`src/rtl/core/wsg5_pkg.sv`:
```
package wsg5_pkg;

   // Geometry of the channel set and the shared wave memory.
   localparam int NUM_CHAN   = 5;
   localparam int WAVE_LEN   = 32;
   localparam int WAVE_DEPTH = NUM_CHAN * WAVE_LEN;

   // Request kinds carried in the request's tuser.
   localparam logic [1:0] CMD_WRITE = 2'd0;
   localparam logic [1:0] CMD_READ  = 2'd1;
   localparam logic [1:0] CMD_TICK  = 2'd2;

   // Bus address map, after folding the 0x90-0x9f mirror onto 0x80-0x8f.
   localparam logic [7:0] ADDR_PERIOD_LAST = 8'h89;
   localparam logic [7:0] ADDR_VOL_FIRST   = 8'h8a;
   localparam logic [7:0] ADDR_VOL_LAST    = 8'h8e;
   localparam logic [7:0] ADDR_KEY         = 8'h8f;
   localparam logic [7:0] ADDR_TEST        = 8'he0;
   localparam logic [6:0] WAVE_SHARED_BASE = 7'h60;
   localparam logic [2:0] CHAN_SHARED      = 3'd4;
   localparam logic [2:0] CHAN_PREV_SHARED = 3'd3;

   // Test register bits.
   localparam int TEST_CLEAR_POS  = 5;
   localparam int TEST_BLOCK_ALL  = 6;
   localparam int TEST_BLOCK_HIGH = 7;
   localparam logic [7:0] TEST_READ_VALUE = 8'hff;

   // A channel runs only when its period is at least this value.
   localparam logic [11:0] PERIOD_MIN_RUN = 12'd9;
   localparam logic [13:0] ACCUM_STEP     = 14'd32;
   localparam int          DIV_STEPS      = 14;

   // Mix scaling: floor(m * 128 / 5) = (m * MIX_RECIP) >> MIX_SHIFT for m <= 1200.
   localparam logic [18:0] MIX_RECIP = 19'd419431;
   localparam int          MIX_SHIFT = 14;

   // One channel's state as held in the channel memory.
   typedef struct packed {
      logic [11:0] period;
      logic [3:0]  volume;
      logic [4:0]  position;
      logic [12:0] accum;
   } chan_type;

   localparam chan_type CHAN_RESET = '{
      period:   12'd0,
      volume:   4'd15,
      position: 5'd0,
      accum:    13'd0
   };

endpackage

```
`src/rtl/core/wavetable_sound_generator_5ch.sv`:
```
// Five-channel wavetable sound generator. Each request carries a kind in tuser (bus write,
// bus read or one sample tick) and an address and write byte in tdata; every request gives
// exactly one response with the read byte and the mixed signed sample, both zero where the
// request kind does not produce them. The 160 wave bytes live in one single-port-per-cycle
// memory and the five channel states (period, volume, position, accumulator) in a second
// small memory; both have registered reads, and per-entry valid bits make entries
// read as their reset values until first written, so no clearing pass is needed after reset.
// Requests are served one at a time. A sample tick visits the channels in turn: a halted
// channel is only read and checked, while a running one also passes through a bit-serial
// remainder divider, a write-back and a multiply-accumulate step; the mixed sum is then
// scaled. A finished response waits in its output register while the next request is
// accepted.
module wavetable_sound_generator_5ch (
   input  logic        clock,
   input  logic        reset,
   // Request channel.
   input  logic        req_tvalid,
   output logic        req_tready,
   input  logic [15:0] req_tdata,   // [7:0] addr, [15:8] wdata
   input  logic [1:0]  req_tuser,   // [1:0] cmd
   // Response channel.
   output logic        rsp_tvalid,
   input  logic        rsp_tready,
   output logic [23:0] rsp_tdata    // [7:0] rdata, [23:8] sample
);

   import wsg5_pkg::*;

   typedef enum logic [3:0] {
      S_IDLE,
      S_DISP,
      S_WAVE_WR2,
      S_CH_RMW,
      S_RD_POS,
      S_RD_WAVE,
      S_TK_RD,
      S_TK_CHK,
      S_TK_DIV,
      S_TK_WB,
      S_TK_MAC,
      S_MIX_ABS,
      S_MIX_MUL,
      S_MIX_OUT,
      S_DONE
   } state_type;

   state_type state_ff;

   // Latched request.
   logic [1:0] cmd_ff;
   logic [7:0] addr_ff;
   logic [7:0] wdata_ff;

   // Registers kept outside the memories.
   logic [7:0] test_ff;
   logic [4:0] key_ff;

   // Tick datapath.
   logic [2:0]         ch_ff;
   chan_type           ent_ff;
   logic [13:0]        dividend_ff;
   logic [12:0]        rem_ff;
   logic [4:0]         quo_ff;
   logic [3:0]         cnt_ff;
   logic signed [11:0] sum_ff;
   logic [10:0]        mag_ff;
   logic               neg_ff;
   logic [29:0]        prod_ff;

   // Pending response and output register.
   logic [7:0]  res_rdata_ff;
   logic [15:0] res_sample_ff;
   logic        rsp_tvalid_ff;
   logic [23:0] rsp_tdata_ff;

   // Wave memory with per-entry valid bits.
   logic [7:0]            wave_mem [WAVE_DEPTH];
   logic [WAVE_DEPTH-1:0] wave_vld_ff;
   logic [7:0]            wave_rdata_ff;
   logic                  wave_rvld_ff;
   logic                  wave_we;
   logic [7:0]            wave_waddr;
   logic                  wave_re;
   logic [7:0]            wave_raddr;
   logic [7:0]            wave_cur;

   // Channel memory with per-entry valid bits.
   chan_type              chan_mem [NUM_CHAN];
   logic [NUM_CHAN-1:0]   chan_vld_ff;
   chan_type              chan_rdata_ff;
   logic                  chan_rvld_ff;
   logic                  chan_we;
   chan_type              chan_wdata;
   logic                  chan_re;
   logic [2:0]            chan_raddr;
   chan_type              chan_cur;

   // Request decode.
   logic [7:0]  addr_m;
   logic [6:0]  off;
   logic        off_high;
   logic        wave_blocked;
   logic        is_period;
   logic        is_volume;
   logic [7:0]  vol_idx;
   logic [2:0]  wr_ch;
   logic        need_pos;
   logic [2:0]  pos_ch;
   logic [7:0]  adj_addr;
   chan_type    rmw_entry;

   // Tick arithmetic.
   logic [12:0]        divisor;
   logic [14:0]        trial;
   logic               qbit;
   logic [4:0]         new_pos;
   chan_type           wb_entry;
   logic [3:0]         gain;
   logic signed [12:0] mac_prod;
   logic signed [9:0]  contrib;
   logic [11:0]        mag_full;
   logic [15:0]        mix_q;
   logic               rsp_load;

   assign req_tready = (state_ff == S_IDLE);
   assign rsp_tvalid = rsp_tvalid_ff;
   assign rsp_tdata  = rsp_tdata_ff;

   // Entries never written read as their reset values.
   assign wave_cur = wave_rvld_ff ? wave_rdata_ff : 8'd0;
   assign chan_cur = chan_rvld_ff ? chan_rdata_ff : CHAN_RESET;

   // Address decode; bit 4 is ignored in the register half of the map.
   assign addr_m       = {addr_ff[7:5], 1'b0, addr_ff[3:0]};
   assign off          = addr_ff[6:0];
   assign off_high     = (off >= WAVE_SHARED_BASE);
   assign wave_blocked = test_ff[TEST_BLOCK_ALL] | (test_ff[TEST_BLOCK_HIGH] & off_high);
   assign is_period    = (addr_m <= ADDR_PERIOD_LAST);
   assign is_volume    = (addr_m >= ADDR_VOL_FIRST) && (addr_m <= ADDR_VOL_LAST);
   assign vol_idx      = addr_m - ADDR_VOL_FIRST;
   assign wr_ch        = is_period ? addr_m[3:1] : vol_idx[2:0];

   // Test modes can offset a wave read by a channel's current position.
   assign need_pos = (off_high & (test_ff[TEST_BLOCK_HIGH] | test_ff[TEST_BLOCK_ALL]))
                   | test_ff[TEST_BLOCK_ALL];
   always_comb begin
      if (off_high) begin
         pos_ch = test_ff[TEST_BLOCK_ALL] ? CHAN_SHARED : CHAN_PREV_SHARED;
      end else begin
         pos_ch = {1'b0, off[6:5]};
      end
   end
   assign adj_addr = {1'b0, off} + {3'd0, chan_cur.position};

   // Read-modify-write of a channel entry for period and volume writes.
   always_comb begin
      rmw_entry = chan_cur;
      if (is_period) begin
         if (test_ff[TEST_CLEAR_POS]) begin
            rmw_entry.accum    = '0;
            rmw_entry.position = '0;
         end else if (chan_cur.period < PERIOD_MIN_RUN) begin
            rmw_entry.accum = '0;
         end
         if (addr_m[0]) begin
            rmw_entry.period = {wdata_ff[3:0], chan_cur.period[7:0]};
         end else begin
            rmw_entry.period = {chan_cur.period[11:8], wdata_ff};
         end
      end else begin
         rmw_entry.volume = wdata_ff[3:0];
      end
   end

   // One restoring step of (accum + 32) / (period + 1); only the remainder and the
   // low quotient bits are kept, since the position wraps at 32.
   assign divisor = {1'b0, ent_ff.period} + 13'd1;
   assign trial   = {1'b0, rem_ff, dividend_ff[13]} - {2'b0, divisor};
   assign qbit    = ~trial[14];

   assign new_pos = ent_ff.position + quo_ff;
   always_comb begin
      wb_entry          = ent_ff;
      wb_entry.position = new_pos;
      wb_entry.accum    = rem_ff;
   end

   // Channel contribution: floor(wave * volume * key / 8).
   assign gain     = key_ff[ch_ff] ? ent_ff.volume : 4'd0;
   assign mac_prod = $signed({{5{wave_cur[7]}}, wave_cur}) * $signed({9'd0, gain});
   assign contrib  = mac_prod[12:3];

   // Mix magnitude and scaled result; the result never exceeds 30720, so the
   // 32767 clamp cannot trigger.
   assign mag_full = sum_ff[11] ? 12'(-sum_ff) : 12'(sum_ff);
   assign mix_q    = prod_ff[MIX_SHIFT +: 16];

   assign rsp_load = (state_ff == S_DONE) && (!rsp_tvalid_ff || rsp_tready);

   // Memory port control, driven from the sequencer state.
   always_comb begin
      wave_we    = 1'b0;
      wave_waddr = {1'b0, off};
      wave_re    = 1'b0;
      wave_raddr = {1'b0, off};
      chan_we    = 1'b0;
      chan_wdata = rmw_entry;
      chan_re    = 1'b0;
      chan_raddr = ch_ff;
      case (state_ff)
         S_DISP: begin
            if (cmd_ff == CMD_WRITE) begin
               if (!addr_ff[7]) begin
                  wave_we = !wave_blocked;
               end else if (is_period || is_volume) begin
                  chan_re    = 1'b1;
                  chan_raddr = wr_ch;
               end
            end else if (cmd_ff == CMD_READ && !addr_ff[7]) begin
               if (need_pos) begin
                  chan_re    = 1'b1;
                  chan_raddr = pos_ch;
               end else begin
                  wave_re = 1'b1;
               end
            end
         end
         S_WAVE_WR2: begin
            wave_we    = 1'b1;
            wave_waddr = {CHAN_SHARED, off[4:0]};
         end
         S_CH_RMW: begin
            chan_we = 1'b1;
         end
         S_RD_POS: begin
            wave_re    = 1'b1;
            wave_raddr = adj_addr;
         end
         S_TK_RD: begin
            chan_re = 1'b1;
         end
         S_TK_WB: begin
            chan_we    = 1'b1;
            chan_wdata = wb_entry;
            wave_re    = 1'b1;
            wave_raddr = {ch_ff, new_pos};
         end
         default: begin
         end
      endcase
   end

   // Wave memory; the sequencer never reads and writes the same entry in one cycle.
   always_ff @(posedge clock) begin
      if (wave_we) begin
         wave_mem[wave_waddr] <= wdata_ff;
      end
      if (wave_re) begin
         wave_rdata_ff <= wave_mem[wave_raddr];
         wave_rvld_ff  <= wave_vld_ff[wave_raddr];
      end
   end

   // Wave valid bits.
   always_ff @(posedge clock) begin
      if (reset) begin
         wave_vld_ff <= '0;
      end else if (wave_we) begin
         wave_vld_ff[wave_waddr] <= 1'b1;
      end
   end

   // Channel memory.
   always_ff @(posedge clock) begin
      if (chan_we) begin
         chan_mem[ch_ff] <= chan_wdata;
      end
      if (chan_re) begin
         chan_rdata_ff <= chan_mem[chan_raddr];
         chan_rvld_ff  <= chan_vld_ff[chan_raddr];
      end
   end

   // Channel valid bits.
   always_ff @(posedge clock) begin
      if (reset) begin
         chan_vld_ff <= '0;
      end else if (chan_we) begin
         chan_vld_ff[ch_ff] <= 1'b1;
      end
   end

   // Sequencer with its datapath and the response register.
   always_ff @(posedge clock) begin
      if (reset) begin
         state_ff      <= S_IDLE;
         test_ff       <= '0;
         key_ff        <= '0;
         rsp_tvalid_ff <= 1'b0;
      end else begin
         if (rsp_load) begin
            rsp_tvalid_ff <= 1'b1;
            rsp_tdata_ff  <= {res_sample_ff, res_rdata_ff};
         end else if (rsp_tready) begin
            rsp_tvalid_ff <= 1'b0;
         end

         case (state_ff)
            S_IDLE: begin
               if (req_tvalid) begin
                  cmd_ff   <= req_tuser;
                  addr_ff  <= req_tdata[7:0];
                  wdata_ff <= req_tdata[15:8];
                  state_ff <= S_DISP;
               end
            end
            S_DISP: begin
               res_rdata_ff  <= '0;
               res_sample_ff <= '0;
               state_ff      <= S_DONE;
               case (cmd_ff)
                  CMD_WRITE: begin
                     if (!addr_ff[7]) begin
                        if (!wave_blocked && off_high) begin
                           state_ff <= S_WAVE_WR2;
                        end
                     end else if (is_period || is_volume) begin
                        ch_ff    <= wr_ch;
                        state_ff <= S_CH_RMW;
                     end else if (addr_m == ADDR_KEY) begin
                        key_ff <= wdata_ff[4:0];
                     end else if (addr_m >= ADDR_TEST) begin
                        test_ff <= wdata_ff;
                     end
                  end
                  CMD_READ: begin
                     if (!addr_ff[7]) begin
                        state_ff <= need_pos ? S_RD_POS : S_RD_WAVE;
                     end else if (addr_m >= ADDR_TEST) begin
                        test_ff      <= TEST_READ_VALUE;
                        res_rdata_ff <= TEST_READ_VALUE;
                     end
                  end
                  CMD_TICK: begin
                     ch_ff    <= '0;
                     sum_ff   <= '0;
                     state_ff <= S_TK_RD;
                  end
                  default: begin
                  end
               endcase
            end
            S_WAVE_WR2: begin
               state_ff <= S_DONE;
            end
            S_CH_RMW: begin
               state_ff <= S_DONE;
            end
            S_RD_POS: begin
               state_ff <= S_RD_WAVE;
            end
            S_RD_WAVE: begin
               res_rdata_ff <= wave_cur;
               state_ff     <= S_DONE;
            end
            S_TK_RD: begin
               state_ff <= S_TK_CHK;
            end
            S_TK_CHK: begin
               // A halted channel neither advances nor contributes.
               ent_ff <= chan_cur;
               if (chan_cur.period < PERIOD_MIN_RUN) begin
                  if (ch_ff == 3'(NUM_CHAN - 1)) begin
                     state_ff <= S_MIX_ABS;
                  end else begin
                     ch_ff    <= ch_ff + 3'd1;
                     state_ff <= S_TK_RD;
                  end
               end else begin
                  dividend_ff <= {1'b0, chan_cur.accum} + ACCUM_STEP;
                  rem_ff      <= '0;
                  quo_ff      <= '0;
                  cnt_ff      <= '0;
                  state_ff    <= S_TK_DIV;
               end
            end
            S_TK_DIV: begin
               dividend_ff <= {dividend_ff[12:0], 1'b0};
               quo_ff      <= {quo_ff[3:0], qbit};
               rem_ff      <= qbit ? trial[12:0] : {rem_ff[11:0], dividend_ff[13]};
               cnt_ff      <= cnt_ff + 4'd1;
               if (cnt_ff == 4'(DIV_STEPS - 1)) begin
                  state_ff <= S_TK_WB;
               end
            end
            S_TK_WB: begin
               state_ff <= S_TK_MAC;
            end
            S_TK_MAC: begin
               sum_ff <= sum_ff + 12'(contrib);
               if (ch_ff == 3'(NUM_CHAN - 1)) begin
                  state_ff <= S_MIX_ABS;
               end else begin
                  ch_ff    <= ch_ff + 3'd1;
                  state_ff <= S_TK_RD;
               end
            end
            S_MIX_ABS: begin
               neg_ff   <= sum_ff[11];
               mag_ff   <= mag_full[10:0];
               state_ff <= S_MIX_MUL;
            end
            S_MIX_MUL: begin
               prod_ff  <= {19'd0, mag_ff} * {11'd0, MIX_RECIP};
               state_ff <= S_MIX_OUT;
            end
            S_MIX_OUT: begin
               // Scaling is done on the magnitude, so it truncates toward zero.
               res_sample_ff <= neg_ff ? -mix_q : mix_q;
               state_ff      <= S_DONE;
            end
            S_DONE: begin
               if (rsp_load) begin
                  state_ff <= S_IDLE;
               end
            end
            default: begin
               state_ff <= S_IDLE;
            end
         endcase
      end
   end

endmodule

```
`config.mk`:
```
export PLATFORM = sky130hd
export DESIGN_NAME = wavetable_sound_generator_5ch
export DESIGN_NICKNAME = d
export VERILOG_FILES = /design/src/rtl/core/wsg5_pkg.sv /design/src/rtl/core/wavetable_sound_generator_5ch.sv
export SDC_FILE = /design/constraint.sdc
export NUM_CORES = 2
export LEC_CHECK = 0
export BUFFER_PORTS_ARGS = -buffer_cell sky130_fd_sc_hd__buf_2
export CORE_ASPECT_RATIO = 2
export CORE_MARGIN = 2
export CORE_UTILIZATION = 44
export DETAILED_ROUTE_END_ITERATION = 7
export GPL_ROUTABILITY_DRIVEN = 0
export PLACE_DENSITY = 0.67
export REMOVE_ABC_BUFFERS = 1
export SETUP_SLACK_MARGIN = 0.02
export SYNTH_ARGS = -nofsm -noshare
export SYNTH_HDL_FRONTEND = slang
export SYNTH_SLANG_ARGS = --single-unit
```
`constraint.sdc`:
```
create_clock -name clock -period 9.75 [get_ports clock]
set_input_delay 0.975 -clock clock [delete_from_list [all_inputs] [get_ports clock]]
set_output_delay 0.975 -clock clock [all_outputs]
set_load 0.005 [all_outputs]
```
[Word level (Yosys, flattened, before mapping)]
Memory sizes are Yosys's and may differ from the RTL's. A register that Yosys moved wholly into a read port is not among the register bits.
Index checks and enable logic that the tools add are counted.
Storage, ports and cells
  memory bits (writable): 1450
  bits in latches: 0
  register bits after elaboration: 365
  memories: 2
  ROM bits: 0
Memories
  wave_mem: words 160, bits a word 8, read ports 1, clocked after Yosys merged registers in 1, write ports 1, line wavetable_sound_generator_5ch.sv:77  | logic [7:0] wave_mem [WAVE_DEPTH];
  chan_mem: words 5, bits a word 34, read ports 1, clocked after Yosys merged registers in 1, write ports 1, line wavetable_sound_generator_5ch.sv:88  | chan_type chan_mem [NUM_CHAN];
Cells by class
  mux-type cells: 93
  add/subtract/negate cells: 11
  $lt $le $gt $ge: 12
  $mul: 2
  divide/modulo/power cells: 0
  equality and inequality tests: 32
  shift operators: 0
  reductions and logical operators: 36
  bitwise gates (word level): 10
Operators with widths (number)
  160-bit OR: 1
  8-bit 2-to-1 mux: 11
  34-bit 2-to-1 mux: 2
  13-bit 2-to-1 mux: 4
  4-bit 2-to-1 mux: 12
  4-bit one-hot mux with 12 select lines: 1
  8-bit one-hot mux with 2 select lines: 3
  12-bit 2-to-1 mux: 3
  3-bit 2-to-1 mux: 11
  4-bit == test (second input constant): 8
  16-bit one-hot mux with 2 select lines: 1
  11-bit by 19-bit multiplier with 30-bit output (second input constant): 1
  14-bit one-hot mux with 2 select lines: 1
  13-bit one-hot mux with 2 select lines: 1
  12-bit one-hot mux with 2 select lines: 1
  1-bit 2-to-1 mux: 23
  8-bit by 9-bit < comparator with 1-bit output (second input constant): 2
  18-bit 2-to-1 mux: 1
  2-bit inequality test (second input constant): 9
  4-bit by 3-bit == test with 1-bit output (second input constant): 4
  8-bit >= comparator (second input constant): 2
  8-bit <= comparator (second input constant): 2
  16-bit 2-to-1 mux: 1
  16-bit negation: 1
  55 further kinds: 90

[Depth between registers and ports, before layout]
  word-level depth: 9
  depth in mapped cells: 29

[Worst setup path before layout]
Ideal clock, no wire load.
  path kind: register to register
  start: reg ch_ff[0]
  end: reg sum_ff[11] (data pin)
  cell stages (with the launch flop): 29
  slack: 3.403 ns
  arrival time: 6.081 ns
  buffers on the path: 1
  path through: edfxtp_1 > clkbuf_1 > mux4_2 > a22o_1 > nand2_1 > nor2_1 > ha_1 > fa_1 > inv_1 > fa_1 > inv_1 > ha_1 > or3_1 > a31o_2 > a31oi_1 > nor2b_1 > o21a_1 > o21ai_0 > nand2b_1 > a21oi_1 > xnor2_1 > ha_1 > a21oi_1 > o22ai_1 > a211o_1 > a21oi_1 > xnor2_1 > xnor2_1 > nor2_1
Between the ends
  longest elaborated chain between the ends: 6
Ends and longest elaborated chain
  from (decl): line wavetable_sound_generator_5ch.sv:59  | logic [2:0] ch_ff;
  from (signal assigned): line wavetable_sound_generator_5ch.sv:328  | ch_ff <= wr_ch;
  from (signal assigned): line wavetable_sound_generator_5ch.sv:376  | ch_ff <= ch_ff + 3'd1;
  from (signal assigned): line wavetable_sound_generator_5ch.sv:404  | ch_ff <= ch_ff + 3'd1;
  1-bit binary-select mux with 3-bit select: line wavetable_sound_generator_5ch.sv:189  | assign gain = key_ff[ch_ff] ? ent_ff.volume : 4'd0;
  1-bit 2-to-1 mux (not written as such): line wavetable_sound_generator_5ch.sv:189
  4-bit 2-to-1 mux: line wavetable_sound_generator_5ch.sv:189
  8-bit by 5-bit multiplier with 13-bit output: line wavetable_sound_generator_5ch.sv:190  | assign mac_prod = $signed({{5{wave_cur[7]}}, wave_cur}) * $signed({9'd0, gain});
  12-bit by 10-bit adder with 12-bit output: line wavetable_sound_generator_5ch.sv:400  | sum_ff <= sum_ff + 12'(contrib);
  12-bit one-hot mux with 2 select lines: line wavetable_sound_generator_5ch.sv:308  | case (state_ff)
  to (signal assigned): line wavetable_sound_generator_5ch.sv:400
  to (decl): line wavetable_sound_generator_5ch.sv:65  | logic signed [11:0] sum_ff;
No other way between the ends. The select of a mux whose other input is x is not followed.
A chain may end at the register's enable or synchronous reset.

[Worst setup path after layout]
Ends and elaborated chain as after synthesis.

==> metrics.md <==
| Metric | Value |
|---|---|
| Status | `complete, no violations` |
| Crit path launch type | `flop` |
| Max Fanout on Critical Path | `10` |
| Most common cell after layout, fill and taps aside | `edfxtp_1` |
| Req. time, crit path | `10.28 ns` |
| Hold Path Depth | `1` |
| Root buffer cell | `clkbuf_16` |
| Ports | `48` |
| Core area | `0.177 mm²` |
| Hold Crit Class | `input pin to flop` |
| TNS Setup | `0 ns` |
| Post-Syn Instances | `6,068` |
| Wire per inst | `24.8 µm` |
| Antenna violations before repair | `7` |
| Leading area contributor after synthesis | `edfxtp_1` |
| Filler instances | `15,100` |
| Resized Gates After CTS | `0` |
| Yosys warning total | `0` |
| CTS tree | `built` |
| Setup WS post-layout | `2.97 ns` |
| Ranking of synthesized cells by area | `edfxtp_1, nand2_1, dfxtp_1` |
| Later-pin clock latency in the skew report | `0.85 ns` |
| Measured slew at the worst slew-check pin | `1.32 ns` |
| Vias per Instance | `5.91` |
| Total CTS buffers | `164` |
| Pwr per Cell Area | `256 mW/mm²` |
| Post-Place Cells | `8,203` |
| P&R area growth vs syn | `10.9%` |
| Starting density of the core | `44.2%` |
| Synthesized cell area | `0.0783 mm²` |
| Most used DFF post-synth | `edfxtp_1` |
| Buffers added on ports | `47` |
| Final net count | `6,280` |
| VDD IR max | `0.232 mV` |
| RSZ-0062 raised after global routing | `false` |
| CTS Sinks | `1,838` |
| GRT Total Usage | `23.0%` |
| Worst slack at placement | `3.01 ns` |
| Leak | `30.2 nW` |
| Final global-route overflow total | `0` |
| Htree depth | `4` |
| Largest net degree at the start of global routing | `165` |
| Final min period | `6.78 ns` |
| Endpoints failing setup | `0` |
| Register-to-Register Path Depth | `27` |
| Part of the Yosys area used for sequential elements | `68.2%` |
| Worst-path clk slew | `0.06 ns` |
| Most frequent cells in the layout | `edfxtp_1, nand2_1, nor2_1` |
| HPWL after detailed placement | `127,000 µm` |
| Die ar. | `0.182 mm²` |
| Post CTS Setup Buffer Count | `0` |
| Post-synth cell types | `87` |
| CP Class | `flop to flop` |
| Drt drc | `0` |
| Row count | `219` |
| Finished Layout Cells | `8,512` |
| Antenna-violating nets left | `0` |
| Vias | `50,300` |
| Number of synthesized flops with an enable pin | `1,660` |
| Syn Area/Cell | `12.9 µm²` |
| DRT Wirelength | `211,000 µm` |
| Final Hold Vio Count | `0` |
| Maximum clock rate | `148 MHz` |
| Fin crit share | `69.5%` |
| Worst EP arrival | `7.31 ns` |
| Die Ht | `601 µm` |
| Max-slew violations | `0` |
| Iter 0 DRT Violations | `6,679` |
| Fin Clk Skew | `0.0612 ns` |
| Number of synthesized register bits | `1,838` |
| CP max stage delay | `0.57 ns` |
| Clock Path Buffers | `3` |
| CTS Hold Buffers Added | `0` |
| Crit path max-delay cell type | `edfxtp_1` |
| First-pass GRT wire length | `313,000 µm` |
| Asr flop ratio synth | `0%` |
| Max_slew headroom | `12.0%` |
| Layout cell share with drive strength beyond 1 | `8.58%` |
| Pre-antenna DRT Iters | `6` |
| Final core utilization | `49.0%` |
| Max cap viols | `0` |
| Critical Path Sink Type | `flop` |
| Die W | `302 µm` |
| Vias in the first global route | `48,200` |
| Yosys top cell area share | `63.7%` |
## synthesized netlist by cell type, types with 17 or more instances
cell	number
o211ai_1	17
xor2_1	28
nand4_1	58
a222oi_1	34
nand2b_1	22
ha_1	144
a31oi_1	77
dfxtp_1	178
clkbuf_1	152
xnor2_1	54
buf_1	29
and3_1	88
a211oi_1	17
a311oi_1	54
and2_1	30
buf_4	21
nor2_1	609
buf_2	129
nor4_1	17
inv_1	179
fa_1	65
nor3_1	36
nand3_1	404
a32oi_1	72
nor2b_1	19
o21ba_2	25
edfxtp_1	1660
mux2i_1	203
a21oi_1	119
mux4_2	54
nand2_1	1160
o21ai_0	91
## logic make-up after synthesis
logic type,count (synthesis),synth area share [%]
AND/OR/NAND/NOR,2484,13.6
flip-flops,1838,68.2
AO/OA/AOI/OAI,685,6.38
buffers and inverters,512,2.78
multiplexers,258,4.16
adder cells (fa/ha/maj),209,3.96
XOR/XNOR,82,0.917
## sequential cells by signal, indices dropped and copies added, names as in the netlist, 8 cells and up
signal         cells
addr_ff            8
chan_mem         170
chan_rdata_ff     34
dividend_ff       14
ent_ff            21
mag_ff            11
prod_ff           16
rem_ff            13
res_rdata_ff       8
res_sample_ff     16
rsp_tdata         24
sum_ff            12
wave_mem        1280
wave_rdata_ff      8
wave_vld_ff      160
wdata_ff           8
## metal layers
metal / GRT usage [%] / wire length, µm / part of all wire [%]
met1: 31.0 / 82500 / 39
met3: 4.08 / 19400 / 9.2
met4: 11.7 / 11900 / 5.6
met5: 0 / 46 / 0.022
met2: 35.8 / 97500 / 46
## report_power, final
| part | switching, mW | internal [mW] | leakage, nW |
|---|---|---|---|
| combinational | 4.51 | 1.72 | 11.0 |
| clock | 3.00 | 3.92 | 2.78 |
| sequential | 0.142 | 8.95 | 16.4 |
| total | 7.65 | 14.6 | 30.2 |
## worst max-delay path, delay by kind of cell, from the launching register on
kind / cells / cell delay [ns]
buf+inv: 2 / 0.10
xor+xnor: 3 / 0.45
fa+ha+maj: 5 / 1.88
compound gates: 10 / 2.05
flops: 1 / 0.57
simple gates: 6 / 0.87
mux: 1 / 0.55
## path summary, 6_finish.rpt
check                    from            end  slack [ns]
max                  ch_ff[0]     sum_ff[11]        2.97
min             req_tdata[14]    wdata_ff[6]        0.34
max reg2reg          ch_ff[0]     sum_ff[11]        2.97
min reg2reg  res_sample_ff[9]  rsp_tdata[17]        0.41
## stage by stage
step | hold slack [ns] | area (µm²) | power [mW]
2_1_floorplan | 0.400 | 76800 | 13.8
3_3_place_gp | 0.403 | 81100 | 15.3
3_5_place_dp | 0.405 | 81100 | 15.3
4_1_cts | 0.294 | 86800 | 22.2
5_1_grt | 0.327 | 86800 | 22.9
6_report | 0.339 | 86800 | 22.2
## area by class of cell
type	instances	area (µm²)	area share, %
tap	2320	2900	3.34
clock buffer	222	4470	5.15
inverter	179	672	0.774
timing repair buffer	148	1170	1.35
sequential	1838	53400	61.5
clock inverter	86	1310	1.51
multi-input combinational	3718	22900	26.4
antenna	1	2.50	0.00288
Power figures use the tool's default switching activity.
